$ cat src/rtl/nsr_pkg.sv
// Package for the Newton square root block: config register codes, field widths,
// controller state type and the command/status words between controller and datapath.
// No dependencies.
`default_nettype none

package nsr_pkg;

  localparam int TOL_W     = 16;
  localparam int STEP_W    = 6;
  localparam int CFG_W     = 16;
  localparam int CFG_IDX_W = 1;

  localparam logic [CFG_IDX_W-1:0] CFG_TOL   = 1'b0;
  localparam logic [CFG_IDX_W-1:0] CFG_LIMIT = 1'b1;

  localparam logic [TOL_W-1:0]  TOL_RESET   = 16'd1000;
  localparam logic [STEP_W-1:0] LIMIT_RESET = 6'd32;

  typedef enum logic [3:0] {
    ST_IDLE,
    ST_THR_START,
    ST_THR_WAIT,
    ST_MUL,
    ST_SUM,
    ST_TEST,
    ST_Q_WAIT,
    ST_UPDATE,
    ST_FINISH
  } nsr_state_t;

  typedef struct packed {
    logic load;       // take radicand, reset guess and step count
    logic thr_start;  // divide radicand by tolerance divisor
    logic thr_take;   // latch threshold from divider
    logic q_start;    // divide radicand by guess
    logic mul;        // partial products of guess squared
    logic sum;        // add partial products
    logic update;     // guess <= average, steps++
    logic finish;     // load output word
    logic conv;       // converged flag for output word
  } nsr_cmd_t;

  typedef struct packed {
    logic guess_zero;
    logic div_done;
    logic good;
    logic limit_hit;
    logic next_zero;
  } nsr_status_t;

endpackage

`default_nettype wire

$ cat src/rtl/newton_square_root.sv
// Newton (Heron) square root of an unsigned fixed-point radicand (Q16.16 by default).
// Input word: in_radicand on in_valid/in_ready. Output word: out_root, out_steps_taken,
// out_converged on out_valid/out_ready. Both channels move a word when valid and
// ready are high at a rising edge.
// Config: cfg_we writes cfg_wdata into register cfg_index (0: tolerance divisor,
// 1: iteration limit). Write only while no word is in flight.
// One word is worked on at a time; in_ready is high only while the block is idle.
// The serial divider runs once for the threshold and once per refinement step; each
// step also passes the split squarer (multiply and sum states), a test and an update.
// A new word is taken while the previous result still waits in the output register.
// If the receiver stalls, the finished word waits in the controller's final state
// until the output register frees up.
// Reset (rst_n low, synchronous) clears the control state and the output valid, and
// sets tolerance divisor 1000 and iteration limit 32.
// Uses nsr_pkg, nsr_ctrl, nsr_datapath, nsr_divider.
`default_nettype none

module newton_square_root #(
  parameter int DATA_WIDTH = 32,
  parameter int FRAC_BITS  = 16
) (
  input  wire logic                          clk,
  input  wire logic                          rst_n,
  input  wire logic                          in_valid,
  output logic                               in_ready,
  input  wire logic [DATA_WIDTH-1:0]         in_radicand,
  output logic                               out_valid,
  input  wire logic                          out_ready,
  output logic [DATA_WIDTH-1:0]              out_root,
  output logic [nsr_pkg::STEP_W-1:0]         out_steps_taken,
  output logic                               out_converged,
  input  wire logic                          cfg_we,
  input  wire logic [nsr_pkg::CFG_IDX_W-1:0] cfg_index,
  input  wire logic [nsr_pkg::CFG_W-1:0]     cfg_wdata
);

  import nsr_pkg::*;

  logic [TOL_W-1:0]  tol_r, tol_nxt;
  logic [STEP_W-1:0] limit_r, limit_nxt;

  nsr_cmd_t    cmd;
  nsr_status_t status;

  always_comb begin
    tol_nxt   = tol_r;
    limit_nxt = limit_r;
    if (cfg_we) begin
      case (cfg_index)
        CFG_TOL:   tol_nxt   = cfg_wdata[TOL_W-1:0];
        CFG_LIMIT: limit_nxt = cfg_wdata[STEP_W-1:0];
        default:   ;
      endcase
    end
  end

  always_ff @(posedge clk) begin
    if (!rst_n) begin
      tol_r   <= TOL_RESET;
      limit_r <= LIMIT_RESET;
    end else begin
      tol_r   <= tol_nxt;
      limit_r <= limit_nxt;
    end
  end

  nsr_ctrl u_ctrl (
    .clk      (clk),
    .rst_n    (rst_n),
    .in_valid (in_valid),
    .in_ready (in_ready),
    .out_valid(out_valid),
    .out_ready(out_ready),
    .status   (status),
    .cmd      (cmd)
  );

  nsr_datapath #(
    .DATA_WIDTH(DATA_WIDTH),
    .FRAC_BITS (FRAC_BITS)
  ) u_dp (
    .clk        (clk),
    .rst_n      (rst_n),
    .cmd        (cmd),
    .status     (status),
    .radicand   (in_radicand),
    .tol        (tol_r),
    .limit      (limit_r),
    .root       (out_root),
    .steps_taken(out_steps_taken),
    .converged  (out_converged)
  );

  // a taken word keeps the block busy for at least the next cycle
  a_busy_after_accept: assert property (@(posedge clk) disable iff (!rst_n)
    (in_valid && in_ready) |=> !in_ready)
    else $error("input taken while a word is in flight");

  a_steps_bounded: assert property (@(posedge clk) disable iff (!rst_n)
    out_valid |-> (out_steps_taken <= limit_r))
    else $error("step count beyond iteration limit");

  a_conv_nonzero: assert property (@(posedge clk) disable iff (!rst_n)
    (out_valid && out_converged) |-> (out_root != '0))
    else $error("converged with zero root");

  a_one_cmd: assert property (@(posedge clk) disable iff (!rst_n)
    $onehot0({cmd.load, cmd.thr_start, cmd.q_start, cmd.mul, cmd.sum, cmd.update,
              cmd.finish}))
    else $error("conflicting datapath commands");

endmodule

`default_nettype wire

$ cat src/rtl/nsr_divider.sv
// Restoring divider, one quotient bit per cycle.
// Standalone; no package use.
`default_nettype none

module nsr_divider #(
  parameter int DIVIDEND_W = 48,
  parameter int DIVISOR_W  = 32
) (
  input  wire logic                  clk,
  input  wire logic                  rst_n,
  input  wire logic                  start,
  input  wire logic [DIVIDEND_W-1:0] dividend,
  input  wire logic [DIVISOR_W-1:0]  divisor,
  output logic                       done,
  output logic [DIVIDEND_W-1:0]      quotient
);

  localparam int CNT_W = $clog2(DIVIDEND_W + 1);

  logic [CNT_W-1:0]      count_r, count_nxt;
  logic                  done_r, done_nxt;
  logic [DIVISOR_W-1:0]  rem_r, rem_nxt;
  logic [DIVIDEND_W-1:0] quo_r, quo_nxt;
  logic [DIVISOR_W-1:0]  dvs_r, dvs_nxt;

  logic [DIVISOR_W:0] rem_sh;
  logic [DIVISOR_W:0] diff;
  logic               fits;

  always_comb begin
    rem_sh = {rem_r, quo_r[DIVIDEND_W-1]};
    diff   = rem_sh - {1'b0, dvs_r};
    fits   = (rem_sh >= {1'b0, dvs_r});

    count_nxt = count_r;
    done_nxt  = 1'b0;
    rem_nxt   = rem_r;
    quo_nxt   = quo_r;
    dvs_nxt   = dvs_r;
    if (start) begin
      count_nxt = CNT_W'(DIVIDEND_W);
      rem_nxt   = '0;
      quo_nxt   = dividend;
      // divisor is held for the whole run
      dvs_nxt   = divisor;
    end else if (count_r != '0) begin
      count_nxt = count_r - 1'b1;
      done_nxt  = (count_r == CNT_W'(1));
      // remainder stays below divisor, so the low bits hold it
      rem_nxt   = fits ? diff[DIVISOR_W-1:0] : rem_sh[DIVISOR_W-1:0];
      quo_nxt   = {quo_r[DIVIDEND_W-2:0], fits};
    end
  end

  always_ff @(posedge clk) begin
    if (!rst_n) begin
      count_r <= '0;
      done_r  <= 1'b0;
    end else begin
      count_r <= count_nxt;
      done_r  <= done_nxt;
    end
  end

  always_ff @(posedge clk) begin
    rem_r <= rem_nxt;
    quo_r <= quo_nxt;
    dvs_r <= dvs_nxt;
  end

  assign done     = done_r;
  assign quotient = quo_r;

endmodule

`default_nettype wire

$ cat src/rtl/nsr_datapath.sv
// Datapath: guess, threshold, split squarer, shared divider and output word registers.
// Uses nsr_pkg and nsr_divider.
`default_nettype none

module nsr_datapath #(
  parameter int DATA_WIDTH = 32,
  parameter int FRAC_BITS  = 16
) (
  input  wire logic                       clk,
  input  wire logic                       rst_n,
  input  wire nsr_pkg::nsr_cmd_t          cmd,
  output nsr_pkg::nsr_status_t            status,
  input  wire logic [DATA_WIDTH-1:0]      radicand,
  input  wire logic [nsr_pkg::TOL_W-1:0]  tol,
  input  wire logic [nsr_pkg::STEP_W-1:0] limit,
  output logic [DATA_WIDTH-1:0]           root,
  output logic [nsr_pkg::STEP_W-1:0]      steps_taken,
  output logic                            converged
);

  import nsr_pkg::*;

  localparam int DW  = DATA_WIDTH;
  localparam int WR  = DATA_WIDTH + FRAC_BITS;
  localparam int SQW = 2 * DATA_WIDTH;
  localparam int CW  = (SQW > WR) ? SQW : WR;
  localparam int H   = (DATA_WIDTH + 1) / 2;
  localparam int HW  = DATA_WIDTH - H;

  logic [DW-1:0]     rad_r;
  logic [DW-1:0]     guess_r;
  logic [STEP_W-1:0] steps_r;
  logic [WR-1:0]     thr_r;
  logic [2*HW-1:0]   pp_hh_r;
  logic [DW-1:0]     pp_hl_r;
  logic [2*H-1:0]    pp_ll_r;
  logic [SQW-1:0]    sq_r;
  logic [DW-1:0]     root_r;
  logic [STEP_W-1:0] steps_out_r;
  logic              conv_r;

  logic [WR-1:0] wide_rad;
  logic [DW-1:0] tol_eff;
  logic [DW-1:0] divisor;
  logic          div_done;
  logic [WR-1:0] quo;
  logic [H-1:0]  g_lo;
  logic [HW-1:0] g_hi;
  logic [CW-1:0] sq_x, rad_x, err;
  logic [WR:0]   quo_x;
  logic [DW-1:0] q_sat;
  logic [DW:0]   avg_sum;
  logic [DW-1:0] next_guess;

  always_comb begin
    wide_rad = WR'(rad_r) << FRAC_BITS;
    tol_eff  = (tol == '0) ? DW'(1) : DW'(tol);
    divisor  = cmd.q_start ? guess_r : tol_eff;
    g_lo     = guess_r[H-1:0];
    g_hi     = guess_r[DW-1:H];

    sq_x  = CW'(sq_r);
    rad_x = CW'(wide_rad);
    err   = (sq_x >= rad_x) ? (sq_x - rad_x) : (rad_x - sq_x);

    // saturate quotient to the data width
    quo_x      = {1'b0, quo};
    q_sat      = ((quo_x >> DW) != '0) ? '1 : quo[DW-1:0];
    avg_sum    = {1'b0, guess_r} + {1'b0, q_sat};
    next_guess = avg_sum[DW:1];

    status.guess_zero = (guess_r == '0);
    status.div_done   = div_done;
    status.good       = (err < CW'(thr_r));
    status.limit_hit  = (steps_r >= limit);
    status.next_zero  = (next_guess == '0);
  end

  nsr_divider #(
    .DIVIDEND_W(WR),
    .DIVISOR_W (DW)
  ) u_div (
    .clk     (clk),
    .rst_n   (rst_n),
    .start   (cmd.thr_start | cmd.q_start),
    .dividend(wide_rad),
    .divisor (divisor),
    .done    (div_done),
    .quotient(quo)
  );

  always_ff @(posedge clk) begin
    if (cmd.load) begin
      rad_r   <= radicand;
      guess_r <= DW'(1) << FRAC_BITS;
      steps_r <= '0;
    end else if (cmd.update) begin
      guess_r <= next_guess;
      steps_r <= steps_r + 1'b1;
    end
    if (cmd.thr_take) begin
      thr_r <= quo;
    end
    // square split in halves: hi^2 << 2H + 2*hi*lo << H + lo^2
    if (cmd.mul) begin
      pp_hh_r <= (2*HW)'(g_hi) * (2*HW)'(g_hi);
      pp_hl_r <= DW'(g_hi) * DW'(g_lo);
      pp_ll_r <= (2*H)'(g_lo) * (2*H)'(g_lo);
    end
    if (cmd.sum) begin
      sq_r <= (SQW'(pp_hh_r) << (2*H)) + (SQW'(pp_hl_r) << (H+1)) + SQW'(pp_ll_r);
    end
    if (cmd.finish) begin
      root_r      <= guess_r;
      steps_out_r <= steps_r;
      conv_r      <= cmd.conv;
    end
  end

  assign root        = root_r;
  assign steps_taken = steps_out_r;
  assign converged   = conv_r;

endmodule

`default_nettype wire

$ cat src/rtl/nsr_ctrl.sv
// Controller FSM: sequences threshold divide, square, test and Newton steps;
// owns the input ready and output valid. Uses nsr_pkg.
`default_nettype none

module nsr_ctrl (
  input  wire logic                 clk,
  input  wire logic                 rst_n,
  input  wire logic                 in_valid,
  output logic                      in_ready,
  output logic                      out_valid,
  input  wire logic                 out_ready,
  input  wire nsr_pkg::nsr_status_t status,
  output nsr_pkg::nsr_cmd_t         cmd
);

  import nsr_pkg::*;

  nsr_state_t state_r, state_nxt;
  logic       conv_r, conv_nxt;
  logic       out_valid_r, out_valid_nxt;

  always_ff @(posedge clk) begin
    if (!rst_n) begin
      state_r     <= ST_IDLE;
      conv_r      <= 1'b0;
      out_valid_r <= 1'b0;
    end else begin
      state_r     <= state_nxt;
      conv_r      <= conv_nxt;
      out_valid_r <= out_valid_nxt;
    end
  end

  always_comb begin
    state_nxt     = state_r;
    conv_nxt      = conv_r;
    out_valid_nxt = out_valid_r && !out_ready;
    cmd           = '0;
    cmd.conv      = conv_r;
    in_ready      = 1'b0;

    case (state_r)
      ST_IDLE: begin
        in_ready = 1'b1;
        if (in_valid) begin
          cmd.load  = 1'b1;
          state_nxt = ST_THR_START;
        end
      end
      ST_THR_START: begin
        if (status.guess_zero) begin
          conv_nxt  = 1'b0;
          state_nxt = ST_FINISH;
        end else begin
          cmd.thr_start = 1'b1;
          state_nxt     = ST_THR_WAIT;
        end
      end
      ST_THR_WAIT: begin
        if (status.div_done) begin
          cmd.thr_take = 1'b1;
          state_nxt    = ST_MUL;
        end
      end
      ST_MUL: begin
        cmd.mul   = 1'b1;
        state_nxt = ST_SUM;
      end
      ST_SUM: begin
        cmd.sum   = 1'b1;
        state_nxt = ST_TEST;
      end
      ST_TEST: begin
        if (status.good) begin
          conv_nxt  = 1'b1;
          state_nxt = ST_FINISH;
        end else if (status.limit_hit) begin
          conv_nxt  = 1'b0;
          state_nxt = ST_FINISH;
        end else begin
          cmd.q_start = 1'b1;
          state_nxt   = ST_Q_WAIT;
        end
      end
      ST_Q_WAIT: begin
        if (status.div_done) begin
          state_nxt = ST_UPDATE;
        end
      end
      ST_UPDATE: begin
        // a step that would land on zero is dropped
        if (status.next_zero) begin
          conv_nxt  = 1'b0;
          state_nxt = ST_FINISH;
        end else begin
          cmd.update = 1'b1;
          state_nxt  = ST_MUL;
        end
      end
      ST_FINISH: begin
        if (!out_valid_r || out_ready) begin
          cmd.finish    = 1'b1;
          out_valid_nxt = 1'b1;
          state_nxt     = ST_IDLE;
        end
      end
      default: begin
        state_nxt = ST_IDLE;
      end
    endcase
  end

  assign out_valid = out_valid_r;

endmodule

`default_nettype wire

$ cat config.mk
export PLATFORM = sky130hd
export DESIGN_NAME = newton_square_root
export DESIGN_NICKNAME = d
export VERILOG_FILES = /design/src/rtl/nsr_pkg.sv /design/src/rtl/newton_square_root.sv /design/src/rtl/nsr_divider.sv /design/src/rtl/nsr_datapath.sv /design/src/rtl/nsr_ctrl.sv
export SDC_FILE = /design/constraint.sdc
export NUM_CORES = 2
export LEC_CHECK = 0
export BUFFER_PORTS_ARGS = -buffer_cell sky130_fd_sc_hd__buf_2
export CORE_MARGIN = 4
export CORE_UTILIZATION = 60
export CTS_CLUSTER_DIAMETER = 120
export DETAILED_ROUTE_END_ITERATION = 16
export PLACE_DENSITY = 0.77
export SYNTH_ARGS = -nofsm -noshare
export SYNTH_HDL_FRONTEND = slang
export SYNTH_SLANG_ARGS = --single-unit
$ cat constraint.sdc
create_clock -name clk -period 14.2 [get_ports clk]
set_input_delay 2.13 -clock clk [delete_from_list [all_inputs] [get_ports clk]]
set_output_delay 2.13 -clock clk [all_outputs]
set_load 0.05 [all_outputs]
# Word level (Yosys, flattened, before mapping)
# Index checks and enable logic that the tools add are counted.
[totals]
latch_bits = 0
output_inout_bits = 41
inputBits = 54
mem_bits_ro = 0
ramBits = 0
memories = 0
elab_cells = 117
reg_bits = 464
[classes]
bitwise = 4
add_sub_neg = 8
n_eq_ne = 16
mux = 41
magnitude_cmp = 4
div = 0
multipliers = 3
reduce_logical = 18
shifts = 0
[op_table]
columns = ["operator", "count"]
rows = [
  ["16-bit by 16-bit multiplier with 32-bit output", 3],
  ["32-bit two-way mux", 3],
  ["48-bit two-way mux", 2],
  ["64-bit by 32-bit adder with 64-bit output", 1],
  ["64-bit by 49-bit adder with 64-bit output", 1],
  ["64-bit by 48-bit greater-or-equal comparator with 1-bit output", 1],
  ["32-bit zero test", 2],
  ["64-bit by 48-bit < comparator with 1-bit output", 1],
  ["64-bit two-way mux", 1],
  ["48-bit by 64-bit subtractor with 64-bit output", 1],
  ["64-bit by 48-bit subtractor with 64-bit output", 1],
  ["49-bit nonzero test", 1],
  ["4-bit case mux with 9 select lines", 1],
  ["32-bit by 32-bit adder with 33-bit output", 1],
  ["33-bit by 32-bit greater-or-equal comparator with 1-bit output", 1],
  ["4-bit two-way mux", 8],
  ["32-bit subtractor", 1],
  ["1-bit two-way mux", 22],
  ["4-bit by 3-bit == test with 1-bit output (second input constant)", 4],
  ["16-bit zero test", 1],
  ["16-bit two-way mux", 1],
  ["6-bit two-way mux", 2],
  ["4-bit by 2-bit == test with 1-bit output (second input constant)", 2],
  ["4-bit AND reduction", 2],
  ["other kinds (22)", 30],
]

# Logic depth before layout (Yosys ltp)
[logic_depth]
depth_word = 7
depth_mapped = 32

# By module
# Synthesis repeated with hierarchy kept, for this count alone.
[hier_totals]
hier_cells = 5248
hier_area_um2 = 50023.0
[by_module_without_submodules]
columns = ["module", "instances", "area_per_inst_um2", "cells_per_inst", "seq_area_each_um2"]
rows = [
  ["nsr_datapath", 1, 41915.2, 4450, 9048.7],
  ["nsr_divider", 1, 6720.2, 650, 3183.1],
  ["newton_square_root", 1, 897.1, 94, 440.4],
  ["nsr_ctrl", 1, 490.5, 54, 120.1],
]

# Least setup slack after synthesis
# OpenSTA, ideal clock, no wires.
[synth_timing]
kind = "reg2reg"
startpoint = "reg u_ctrl.state_r[0]"
endpoint = "reg u_dp.pp_hh_r[0] (enable)"
required_ns = 13.519
period_less_slack_ns = 8.173
stages_incl_launch_ff = 4
setup_slack_ns = 6.027
arrival_time_ns = 7.491
setup_ns = 0.681
cell_sequence = "dfxtp_1 -> clkbuf_1 -> nand2b_1 -> nor3b_1"
[synth_via]
elab_chain_len = 2
[synth_rtl]
columns = ["element", "line_no", "text"]
rows = [
  ["start: declaration", "nsr_ctrl.sv:18", "nsr_state_t state_r, state_nxt;"],
  ["start signal: assignment", "nsr_ctrl.sv:28", "state_r <= state_nxt;"],
  ["4-bit by 2-bit == test with 1-bit output", "nsr_ctrl.sv:42", "case (state_r)"],
  ["1-bit two-way mux", "nsr_ctrl.sv:42", ""],
  ["end signal: assignment", "nsr_datapath.sv:106", "pp_hh_r <= (2*HW)'(g_hi) * (2*HW)'(g_hi);"],
  ["end: declaration", "nsr_datapath.sv:34", "logic [2*HW-1:0] pp_hh_r;"],
]
# Every way passes these cells.
# A chain may end at the register's enable or synchronous reset.

# Worst setup path after layout
[layout_timing]
startpoint = "reg u_dp.sq_r[41]"
endpoint = "reg u_dp.u_div.count_r[1]"
[layout_via]
elab_chain_len = 7
word_cells_on_any_way = 9
classes_between = "2 x add/sub; 2 x order compare; 3 x mux; 1 x bitwise; 1 x reduce/logical"
[layout_rtl]
columns = ["element", "line_no", "text"]
rows = [
  ["start: declaration", "nsr_datapath.sv:37", "logic [SQW-1:0] sq_r;"],
  ["start signal: assignment", "nsr_datapath.sv:111", "sq_r <= (SQW'(pp_hh_r) << (2*H)) + (SQW'(pp_hl_r) << (H+1)) + SQW'(pp_ll_r);"],
  ["48-bit by 64-bit subtractor with 64-bit output, or another cell as far along", "nsr_datapath.sv:64", "err = (sq_x >= rad_x) ? (sq_x - rad_x) : (rad_x - sq_x);"],
  ["64-bit two-way mux (*)", "nsr_datapath.sv:64", ""],
  ["64-bit by 48-bit < comparator with 1-bit output (*)", "nsr_datapath.sv:74", "status.good = (err < CW'(thr_r));"],
  ["1-bit two-way mux (*)", "nsr_ctrl.sv:74", "if (status.good) begin"],
  ["1-bit two-way mux (*)", "nsr_ctrl.sv:42", ""],
  ["1-bit OR (*)", "nsr_datapath.sv:85", ".start (cmd.thr_start | cmd.q_start),"],
  ["2-bit OR reduction (no source line) (*)", "n/a", ""],
  ["end signal: assignment", "nsr_divider.sv:60", "count_r <= count_nxt;"],
  ["end: declaration", "nsr_divider.sv:20", "logic [CNT_W-1:0] count_r, count_nxt;"],
]
# Mark *: on every way between the ends. The rest lies on a longest branch, timed or not.

==> results.toml <==
[power]
p_int_mw = 2.99
post-layout-total-power_mw = 4.67
p_switching_mw = 1.68
comb_power_share_pct = 31.9
clkPwrFrac_pct = 28.9
p_sw_share_pct = 36.0
power_density_nw_per_um2 = 87.8
pwr-share-seq_pct = 39.2
leakage_nw = 25.2
vdd_drop_max_mv = 0.115

[synthesis]
synthTopCellsByArea = "fa_1 21%, edfxtp_1 20%, ha_1 13%"
syn_avg_cell_area_um2 = 9.25
yosysMostFrequentCell = "inv_1"
synth_top_cell_area_share_pct = 21.0
yosysTopAreaCell = "fa_1"
synth-main-ff-cell = "edfxtp_1"
synth_area_um2 = 50200
synth_commonest_cells = "881 x inv_1, 604 x nand2_1, 527 x fa_1"
ys_seq_elements = 461
yosys_warnings = 0
synth_edf_count = 340
synth_async_sr_flop_share_pct = 0
ys_seq_area_share_pct = 25.2
yosysUniqueCellTypes = 89
netlist_instances = 5427
synth_nets = 6526

[timing]
period_minus_slack_ns = 8.64
rsz0062_at_grt = "false"
worstMarginPinSlew_ns = 1.14
hold_viol = 0
fmax_ghz = 0.116
setup_viol = 0
hold-worst-slack_ns = 0.414
fin_setup_tns_ns = 0
clock_skew_ns = 0.0334
maxSlewHeadroom_pct = 23.9
period_share_pct = 60.8
drv_slew = 0
fin_ws_ns = 5.56

[run_status]
outcome = "completed"

[setup_path]
r2r_cells = 27
critical_path_class = "reg -> reg"
required_ns = 14.72
crit-reg2reg-launch = "u_dp.sq_r[41]"
cp-end-kind = "flip-flop"
ff2ff_setup_slack_ns = 5.56
crit_path_max_fanout = 85
worst_ep_arrival_time_ns = 9.16
crit_path_start_kind = "flip-flop"
r2r_end = "u_dp.u_div.count_r[1]"

[clocking]
post_cts_buffers = 0
cts_tree = "yes"
numCtsBuffers = 52
cts_num_sinks = 461
h-tree-depth = 2
hold_buffers = 0
cts_root_buffer = "clkbuf_16"
clockBufferDepth = 3
post_cts_resized = 0
path_clk_slew_ns = 0.06
clock_latency_ns = 0.64

[worst_hold_path]
min_to = "u_dp.sq_r[2]"
whs_path_depth = 0
min_from = "u_dp.pp_ll_r[2]"
hold_path.class = "reg -> reg"

[place]
dp_hpwl_um = 107000
place_ws_ns = 5.74
dp_cells = 6417
routabilityCongestion = 0.942
port_buffers = 94

[routing]
first_pass_iters = 6
wire_per_inst_um = 21.6
drc = 0
post_drt_via_cell_ratio = 6.00
vias = 39100
wl_um = 141000
drt_iter0_markers = 3538
drtAntennaViolNets = 0

[grt]
grt_usage_pct = 31.9
grt_max_degree = 86
grt_overflow = 0
grt_pass1_wl_um = 223000
antenna_found_initial = 11
first_global_vias = 39500

[die]
die_w_um = 297
core_area_um2 = 82500
die-area_um2 = 88300
ios = 95
fp-row-count = 105
start_util_pct = 60.8
die_h_um = 297

[final_layout]
layout.nets = 6500
drive_above_1_share_pct = 6.14
stdcell_count = 6520
largest-register = "u_dp.sq_r"
largest_register_ffs = 63
fill_cells = 6676
area_delta_synth_final_pct = 6.05

[run]
drv_cap = 0
[cells by family (layout without fill, tap and decap cells)]
logic type / count (synthesis) / after routing / share of synthesized area (%)
other: 0 / 6 / 0
AO/OA/AOI/OAI: 923 / 923 / 11.8
adder cells (fa/ha/maj): 1045 / 1045 / 33.9
buffers and inverters: 1128 / 1145 / 8.63
flip-flops: 461 / 461 / 25.2
multiplexers: 67 / 67 / 1.35
XOR/XNOR: 228 / 228 / 3.98
AND/OR/NAND/NOR: 1575 / 1575 / 15.2
[through the flow]
step           instance area (um2)  util, %
5_1_grt                      53200     64.5
6_report                     53200     64.5
4_1_cts                      53200     64.5
3_5_place_dp                 51500     62.4
3_3_place_gp                 51500     62.4
2_1_floorplan                50200        -
[layout make-up]
type                    count  area, um2  share of cell area [%]
diodes                      6       15.0                  0.0282
clock buffers              59       1350                    2.53
clock inverters            38        338                   0.635
inverters                 892       3350                    6.30
multi-input cells        3838      33300                    62.5
flip-flops and latches    461      12600                    23.7
well taps                1070       1340                    2.52
repair buffers            156        936                    1.76
[cell usage in the layout (no fill, tap or decap), types with 20 or more instances in the layout]
cell / count
a21oi_1: 303
a211oi_1: 53
and2_1: 175
nand2_1: 603
o31ai_1: 22
nor2b_1: 36
mux2i_1: 62
dfxtp_1: 121
or2_2: 52
clkinv_1: 20
buf_4: 62
inv_1: 880
o21bai_1: 32
xor2_1: 75
a31oi_1: 33
nand4_1: 47
a21o_1: 106
o21a_1: 32
o21ai_0: 164
nor4_1: 24
o211ai_1: 33
nand3_1: 84
or3_1: 38
ha_1: 518
nand2b_1: 32
nor2_1: 291
buf_2: 94
and3_1: 39
nor3_1: 85
fa_1: 527
clkbuf_16: 53
edfxtp_1: 340
xnor2_1: 153
[critical path, stage by stage (launching register included)]
cell	delay (ns)
edfxtp_1	0.36
inv_1	0.05
ha_1	0.51
nand4_1	0.31
nor4_4	0.59
and2_1	0.24
a31o_2	0.23
a211o_1	0.11
buf_4	0.41
o21ai_0	0.25
nor3_1	0.36
a21oi_1	0.11
xnor2_1	0.15
ha_1	0.31
nand4_1	0.13
nor3_1	0.07
a2111oi_0	0.38
a31oi_1	0.24
a211oi_1	0.23
o2111ai_1	0.14
a211oi_1	0.23
nand4_1	0.15
nor4b_2	0.35
or2_2	0.68
and2_2	0.25
buf_4	0.58
inv_4	0.55
a2111oi_2	0.46
[how the worst max path moves through the flow]
stage,cells after the start,from,to
final,27,u_dp.sq_r[41],u_dp.u_div.count_r[1]
after detailed placement,26,u_dp.rad_r[25],u_dp.u_div.count_r[1]
after global placement,26,u_dp.rad_r[25],u_dp.u_div.count_r[1]
after CTS,27,u_dp.sq_r[41],u_dp.u_div.count_r[1]
after global routing,26,u_dp.rad_r[25],u_dp.u_div.count_r[1]
after floorplan,3,u_ctrl.state_r[0],u_dp.pp_hh_r[0]
[routing by layer]
metal / vias up / global-route usage [%] / part of all wire (%)
met5: - / 0 / 0.035
met4: 6 / 12.5 / 4.5
met3: 324 / 5.65 / 8.9
met2: 1668 / 50.5 / 45
met1: 19200 / 43.9 / 42
li1: 18000 / - / -
[power by group through the flow]
stage | Sequential, mW | Clock, mW | Combinational, mW
2_1_floorplan | 1.81 | 0 | 1.10
3_3_place_gp | 1.85 | 0 | 1.43
3_5_place_dp | 1.85 | 0 | 1.46
4_1_cts | 1.83 | 1.37 | 1.47
5_1_grt | 1.85 | 1.42 | 1.64
6_report | 1.83 | 1.35 | 1.49
(Power assumes the default switching activity.)
